### src/mrrc_pkg.sv
// package: shared types, codes and the crc byte update for the modbus read response checker
`timescale 1ns / 1ps

package mrrc_pkg;

    localparam int MAX_REGS = 64;

    localparam logic [15:0] CRC_INIT          = 16'hFFFF;
    localparam logic [15:0] CRC_POLY          = 16'hA001;
    localparam logic [7:0]  FUNC_READ_HOLDING = 8'h03;
    localparam logic [7:0]  MIN_FRAME         = 8'd5;

    // input mode codes
    localparam logic [1:0] MODE_DATA = 2'd0;
    localparam logic [1:0] MODE_LAST = 2'd1;
    localparam logic [1:0] MODE_END  = 2'd2;

    // result kinds
    localparam logic KIND_WORD   = 1'b0;
    localparam logic KIND_STATUS = 1'b1;

    // register indexes on the configuration port
    localparam logic REG_EXPECTED_ADDRESS = 1'b0;
    localparam logic REG_REGISTER_COUNT   = 1'b1;

    typedef enum logic [1:0] {
        HDR_OK    = 2'd0,
        HDR_ADDR  = 2'd1,
        HDR_COUNT = 2'd2
    } header_error_t;

    typedef enum logic [2:0] {
        ST_OK       = 3'd0,
        ST_NONE     = 3'd1,
        ST_SHORT    = 3'd2,
        ST_ADDR     = 3'd3,
        ST_COUNT    = 3'd4,
        ST_CRC      = 3'd5,
        ST_CAPACITY = 3'd6
    } status_t;

    typedef struct packed {
        logic [7:0] expected_address;
        logic [6:0] register_count;
    } cfg_t;

    typedef struct packed {
        logic [1:0] mode;
        logic [7:0] rx_byte;
    } request_t;

    typedef struct packed {
        logic        kind;
        logic [5:0]  word_index;
        logic [15:0] word_value;
        logic [2:0]  status;
    } result_t;

    typedef struct packed {
        logic    valid;
        result_t data;
    } step_result_t;

    // one byte of reflected crc-16, lsb first
    function automatic logic [15:0] crc_byte(input logic [15:0] crc, input logic [7:0] b);
        logic [15:0] c;
        c = crc ^ {8'h00, b};
        for (int k = 0; k < 8; k++)
        begin
            if (c[0])
                c = (c >> 1) ^ CRC_POLY;
            else
                c = c >> 1;
        end
        return c;
    endfunction

endpackage

### src/mrrc_frame_core.sv
// frame state and single-pass byte step: crc, header checks, word assembly, status
`timescale 1ns / 1ps

module mrrc_frame_core (
    input  logic                       clk,
    input  logic                       rst_n,
    input  logic                       step_en,
    input  mrrc_pkg::request_t         req,
    input  mrrc_pkg::cfg_t             cfg,
    output mrrc_pkg::step_result_t     res
);

    logic [7:0]                byte_position_reg, byte_position_next;
    logic [15:0]               running_crc_reg, running_crc_next;
    logic [7:0]                high_byte_hold_reg, high_byte_hold_next;
    logic [15:0]               received_crc_reg, received_crc_next;
    mrrc_pkg::header_error_t   header_error_reg, header_error_next;

    logic [8:0]  data_end;
    logic [8:0]  frame_len;
    logic [8:0]  pos9;
    logic        is_byte;
    logic        take;
    logic [7:0]  off;
    logic [6:0]  word_idx;
    logic        word_ready;
    logic [7:0]  want;
    mrrc_pkg::status_t st;

    assign data_end  = {1'b0, cfg.register_count, 1'b0} + 9'd3;
    assign frame_len = data_end + 9'd2;
    assign pos9      = {1'b0, byte_position_reg};
    assign is_byte   = req.mode inside {mrrc_pkg::MODE_DATA, mrrc_pkg::MODE_LAST};
    assign take      = is_byte && (pos9 < frame_len) && (byte_position_reg != 8'hFF);
    assign off       = byte_position_reg - 8'd3;
    assign want      = (byte_position_reg == 8'd0) ? cfg.expected_address
                                                   : mrrc_pkg::FUNC_READ_HOLDING;

    always_comb
    begin
        byte_position_next  = byte_position_reg;
        running_crc_next    = running_crc_reg;
        high_byte_hold_next = high_byte_hold_reg;
        received_crc_next   = received_crc_reg;
        header_error_next   = header_error_reg;
        word_idx            = off[7:1];
        word_ready          = 1'b0;

        if (take)
        begin
            if (pos9 < data_end)
                running_crc_next = mrrc_pkg::crc_byte(running_crc_reg, req.rx_byte);

            if (byte_position_reg == 8'd0 || byte_position_reg == 8'd1)
            begin
                if (req.rx_byte != want && header_error_reg == mrrc_pkg::HDR_OK)
                    header_error_next = mrrc_pkg::HDR_ADDR;
            end
            else if (byte_position_reg == 8'd2)
            begin
                if (req.rx_byte != {cfg.register_count, 1'b0}
                    && header_error_reg == mrrc_pkg::HDR_OK)
                    header_error_next = mrrc_pkg::HDR_COUNT;
            end
            else if (pos9 < data_end)
            begin
                if (!off[0])
                    high_byte_hold_next = req.rx_byte;
                else
                    word_ready = word_idx < 7'(mrrc_pkg::MAX_REGS);
            end
            else if (pos9 == data_end)
                received_crc_next = {received_crc_reg[15:8], req.rx_byte};
            else
                received_crc_next = {req.rx_byte, received_crc_reg[7:0]};

            byte_position_next = byte_position_reg + 8'd1;
        end

        // status in order of checks, from the updated frame state
        if (byte_position_next == 8'd0)
            st = mrrc_pkg::ST_NONE;
        else if (byte_position_next < mrrc_pkg::MIN_FRAME)
            st = mrrc_pkg::ST_SHORT;
        else if (header_error_next == mrrc_pkg::HDR_ADDR)
            st = mrrc_pkg::ST_ADDR;
        else if (header_error_next == mrrc_pkg::HDR_COUNT)
            st = mrrc_pkg::ST_COUNT;
        else if ({1'b0, byte_position_next} != frame_len
                 || running_crc_next != received_crc_next)
            st = mrrc_pkg::ST_CRC;
        else if (cfg.register_count > 7'(mrrc_pkg::MAX_REGS))
            st = mrrc_pkg::ST_CAPACITY;
        else
            st = mrrc_pkg::ST_OK;

        if (req.mode == mrrc_pkg::MODE_DATA)
        begin
            res.valid           = word_ready;
            res.data.kind       = mrrc_pkg::KIND_WORD;
            res.data.word_index = word_idx[5:0];
            res.data.word_value = {high_byte_hold_reg, req.rx_byte};
            res.data.status     = mrrc_pkg::ST_OK;
        end
        else
        begin
            res.valid           = 1'b1;
            res.data.kind       = mrrc_pkg::KIND_STATUS;
            res.data.word_index = 6'd0;
            res.data.word_value = 16'd0;
            res.data.status     = st;
            // frame done: back to reset values
            byte_position_next  = 8'd0;
            running_crc_next    = mrrc_pkg::CRC_INIT;
            high_byte_hold_next = 8'd0;
            received_crc_next   = 16'd0;
            header_error_next   = mrrc_pkg::HDR_OK;
        end
    end

    always_ff @(posedge clk or negedge rst_n)
    begin
        if (!rst_n)
        begin
            byte_position_reg  <= 8'd0;
            running_crc_reg    <= mrrc_pkg::CRC_INIT;
            high_byte_hold_reg <= 8'd0;
            received_crc_reg   <= 16'd0;
            header_error_reg   <= mrrc_pkg::HDR_OK;
        end
        else if (step_en)
        begin
            byte_position_reg  <= byte_position_next;
            running_crc_reg    <= running_crc_next;
            high_byte_hold_reg <= high_byte_hold_next;
            received_crc_reg   <= received_crc_next;
            header_error_reg   <= header_error_next;
        end
    end

endmodule

### config.mk
export PLATFORM = sky130hd
export DESIGN_NAME = mrrc_frame_core
export DESIGN_NICKNAME = d
export VERILOG_FILES = /design/src/mrrc_pkg.sv /design/src/mrrc_frame_core.sv
export SDC_FILE = /design/constraint.sdc
export NUM_CORES = 1
export LEC_CHECK = 0
export ABC_CLOCK_PERIOD_IN_PS = 10800
export BUFFER_PORTS_ARGS = -buffer_cell sky130_fd_sc_hd__buf_4
export CORE_MARGIN = 3
export CORE_UTILIZATION = 50
export DETAILED_ROUTE_END_ITERATION = 12
export PLACE_DENSITY = 0.71
export SLEW_MARGIN = 20
export SYNTH_ARGS = -nofsm -noshare
export SYNTH_HDL_FRONTEND = slang
export SYNTH_SLANG_ARGS = --single-unit
### constraint.sdc
create_clock -name clk -period 10.8 [get_ports clk]
set_input_delay 0 -clock clk [delete_from_list [all_inputs] [get_ports clk]]
set_output_delay 0 -clock clk [all_outputs]
set_load 0.05 [all_outputs]
# == After elaboration in Yosys (flattened, before gate mapping) ==
# Index checks and enable logic that the tools add are counted.
# word_totals
regBits,50
# classes
add_sub_neg,4
order_cmp,5
eq_ne,16
n_mux,58
bitwise,9
reduce_logical,12
# ops
cell,n
$mux W16,31
$mux W8,9
$mux W27,1
$not A2 Y3,8
$lt A8 B9 Y1,2
$mux W3,6
$logic_not A8 Y1,2
$ne A16 B16 Y1,1
$ne A8 B8 Y1,2
$xor A16 B8 Y16,1
$mux W2,6
$add A8 B2 Y9 const B,1
$add A9 B2 Y9 const B,1
$eq A8 B9 Y1,1
$ne A8 B9 Y1,1
$add A8 B1 Y8 const B,1
$eq A8 B1 Y1 const B,1
$eq A8 B2 Y1 const B,1
$lt A8 B3 Y1 const B,1
$ne A2 B2 Y1 const B,4
$ne A8 B8 Y1 const B,1
$sub A8 B2 Y8 const B,1
$gt A7 B7 Y1 const B,1
$lt A7 B7 Y1 const B,1
other kinds (9),19

# == Depth between registers and ports, before layout ==
# logic_depth
depth_word,42
ltp_mapped,20
mapped_depth_nobuf,17

# == Worst setup path after synthesis ==
# OpenSTA, ideal clock, no wires.
# synth_timing
kind,input -> output
startpoint,input port cfg[0] (netlist bit)
endpoint,output port res[2] (netlist bit)
t_arrival_ps,4463
required_time_ps,10800
slack_ps,6337
stages,17
n_path_buf,1
path_cell_list,clkbuf_1 inv_1 ha_1 nand2b_1 o31ai_1 xor2_1 inv_1 ha_1 or3_1 a21oi_1 a211oi_1 or4_1 and2_1 o2111a_1 and2_1 or2_2 nor4_2
# synth_rtl
element,line_no,text
from (decl),mrrc_frame_core.sv:9,"input mrrc_pkg::cfg_t cfg,"
to (decl),mrrc_frame_core.sv:10,output mrrc_pkg::step_result_t res

==> impl_metrics.py <==
metrics = {
    "sta": {
        "period_minus_slack_ps": 4967,
        "slew_violations": 0,
        "fmax_mhz": 201.3,
        "fin_worst_skew_ps": 9.669,
        "hold_viol_final": 0,
        "finalSetupViolCount": 0,
        "fin_setup_tns_ps": 0,
        "slew_headroom": 0.3139,
        "grt_setup_unrepaired": "no",
        "finalCritPeriodShare": 0.4599,
        "tightestPinTransition_ps": 1021,
    },
    "setup_path": {
        "cp_max_fo": 14,
        "ff2ff_setup_slack_ps": 7000,
        "crit_arrival_ps": 4970,
        "worstPathCellList": "ha_1 -> and3_1 -> a31oi_1 -> nand4_1 -> nor2_4 -> mux2i_1 -> xor2_1 -> nor4_1 -> nand4_2 -> a2111o_1 -> nand2_1 -> buf_4",
        "r2r_start": "byte_position_reg[0]",
        "cp_slowest_cell": "a31oi_1",
        "cp_top_family": "simple AND/OR/NAND/NOR gates",
        "cp-start-kind": "register",
        "worstSetupEndpointType": "output pin",
        "path_buf_inv": 1,
        "cp.required_ps": 10800,
        "crit_type": "reg -> out",
        "r2r_end": "received_crc_reg[6]",
        "slowest_delay_ps": 830,
        "ff2ff_path_depth": 6,
    },
    "floorplanning": {
        "fp.dieW_um": 102.6,
        "core-area_um2": 8891,
        "row_count": 34,
        "dieArea_um2": 10540,
        "ios": 55,
        "start_util": 0.5252,
        "die_y_um": 102.6,
    },
    "synthesis": {
        "synth_seq_cells": 50,
        "syn_area_per_cell_um2": 8.663,
        "synth_cell_types": 72,
        "synth_nets": 588,
        "synthTopCellsByArea": "dfrtp_1 (18%), dfstp_2 (9.0%), ha_1 (5.6%), xor2_1 (5.4%), xnor2_1 (5.3%)",
        "synthFlopType": "dfrtp_1",
        "synth_edf_count": 0,
        "syn_inst": 539,
        "ys_seq_area_frac": 0.2722,
        "yosysWarnings": 0,
        "synth_area_um2": 4669,
        "yosys.area.top_type": "dfrtp_1",
        "async_reset_ff_frac": 1.000,
        "synth_top_area_frac": 0.1822,
        "synthTopCellsByCount": "dfrtp_1 (34), nor2_1 (34), nand2_1 (32), o21ai_0 (31), xor2_1 (29)",
    },
    "placement": {
        "dp_hpwl_um": 10050,
        "place_congestion": 0.9356,
        "portBuffers": 54,
        "dpl_cell_area_um2": 5090,
    },
    "layout": {
        "drive_gt1_frac": 0.1882,
        "nets": 622,
        "fillers": 779,
        "antennaDiodeCount": 0,
        "regArea_um2": 1271,
        "area_delta_synth_final_pct": 11.60,
        "final_cell_area_um2": 5211,
        "multi_input_area_um2": 3169,
    },
    "cts": {
        "post_cts_resized": 0,
        "postCtsSetupBuffers": 0,
        "cts_buffers": 5,
        "htreeDepth": 2,
        "postCtsHoldBufs": 1,
        "clk_pin_slew_ps": 100,
        "clockRootBuffer": "clkbuf_8",
        "clk_latency_ps": 310,
        "clockBufferDepth": 2,
        "cts.sinks": 50,
        "cts_tree": "done",
    },
    "global_route": {
        "grt_pass1_vias": 4150,
        "grt_max_degree": 51,
        "antenna_found_initial": 0,
        "grtUsageTotal": 0.2635,
        "grt_first_pass_wirelength_um": 21800,
        "overflow": 0,
    },
    "status": {
        "status": "complete, no violations",
    },
    "drt": {
        "wl_met2_um": 6203,
        "drt_first_pass_iters": 5,
        "first_iter_violations": 305,
        "antenna_left": 0,
        "dr_wl_met3_um": 1026,
        "wl_per_cell_um": 19.90,
        "vias": 4371,
        "top_layer_used": "met4",
        "drt-vias-per-instance": 6.409,
        "finalWirelength_um": 13580,
        "met1_length_um": 6192,
        "drcViolationCount": 0,
    },
    "power": {
        "p_leak_uw": 0.002258,
        "peakVddDrop_mv": 0.07561,
        "power_density_nw_per_um2": 97.79,
    },
    "min_path": {
        "hold_path_depth": 3,
        "hp-start": "step_en",
        "hold_path_class": "in -> reg",
        "hold_end": "running_crc_reg[15]",
    },
    "job": {
        "cap_viol_max_count": 0,
    },
}
==> worst max path at each step <==
stage	start	end	cells after the start
after floorplan	cfg[0]	res[2]	17
after global placement	cfg[1]	res[1]	19
after detailed placement	cfg[1]	res[1]	19
after CTS	byte_position_reg[0]	res[1]	12
after global routing	byte_position_reg[0]	res[2]	12
final	byte_position_reg[0]	res[1]	12
==> per-stage QoR <==
step / total power (µW) / hold slack, ps / std cells / setup WS [ps] / util
floorplan: 323.1 / -295.6 / 539 / 6337 / -
global placement: 367.8 / 63.99 / 673 / 6139 / 0.5725
detailed placement: 371.1 / 72.94 / 673 / 6076 / 0.5725
CTS: 509.0 / 7.898 / 682 / 5942 / 0.5861
global route: 532.0 / 17.39 / 682 / 5499 / 0.5861
finish: 509.6 / 13.37 / 682 / 5833 / 0.5861
==> per-layer routing <==
layer	track usage	vias up
li1	-	2046
met1	0.3820	2120
met2	0.4196	187
met3	0.03789	18
met4	0.05550	0
met5	0	-
==> area by class of cell <==
cell class | count | area share
clock buffer | 5 | 0.01321
clock inverter | 3 | 0.008163
inverter | 21 | 0.01513
multi-input combinational | 436 | 0.6082
sequential | 50 | 0.2439
tap | 108 | 0.02593
timing repair buffer | 59 | 0.08547
==> cells by family (layout without fill, tap and decap cells) <==
logic type | after synthesis | after routing | share of synthesized area
buf+inv | 53 | 88 | 0.04903
simple gates | 174 | 174 | 0.2036
mux | 34 | 34 | 0.07610
flops | 50 | 50 | 0.2722
xor+xnor | 61 | 61 | 0.1262
compound gates | 146 | 146 | 0.2165
fa+ha+maj | 21 | 21 | 0.05627
==> cells in the final DEF (no fill, tap or decap), types with 21 or more instances in the layout <==
master	instances
buf_4	58
nor2_1	34
dfrtp_1	34
nand2_1	32
o21ai_0	31
xor2_1	29
xnor2_1	28
a21oi_1	25
nand3_1	24
mux2i_1	22
ha_1	21
==> worst register-to-register path, stage by stage (launching register included) <==
cell and delay (ps):
dfrtp_1 590, ha_1 450, and3_1 330, a31oi_1 830
nand4_1 370, nor3_1 920, a22o_1 240
==> report_power, final <==
part | total (µW) | internal (µW) | switching [µW]
clock network | 139 | 69.3 | 69.9
registers | 203 | 197 | 6.52
logic | 167 | 65.9 | 101
(Power assumes the default switching activity.)
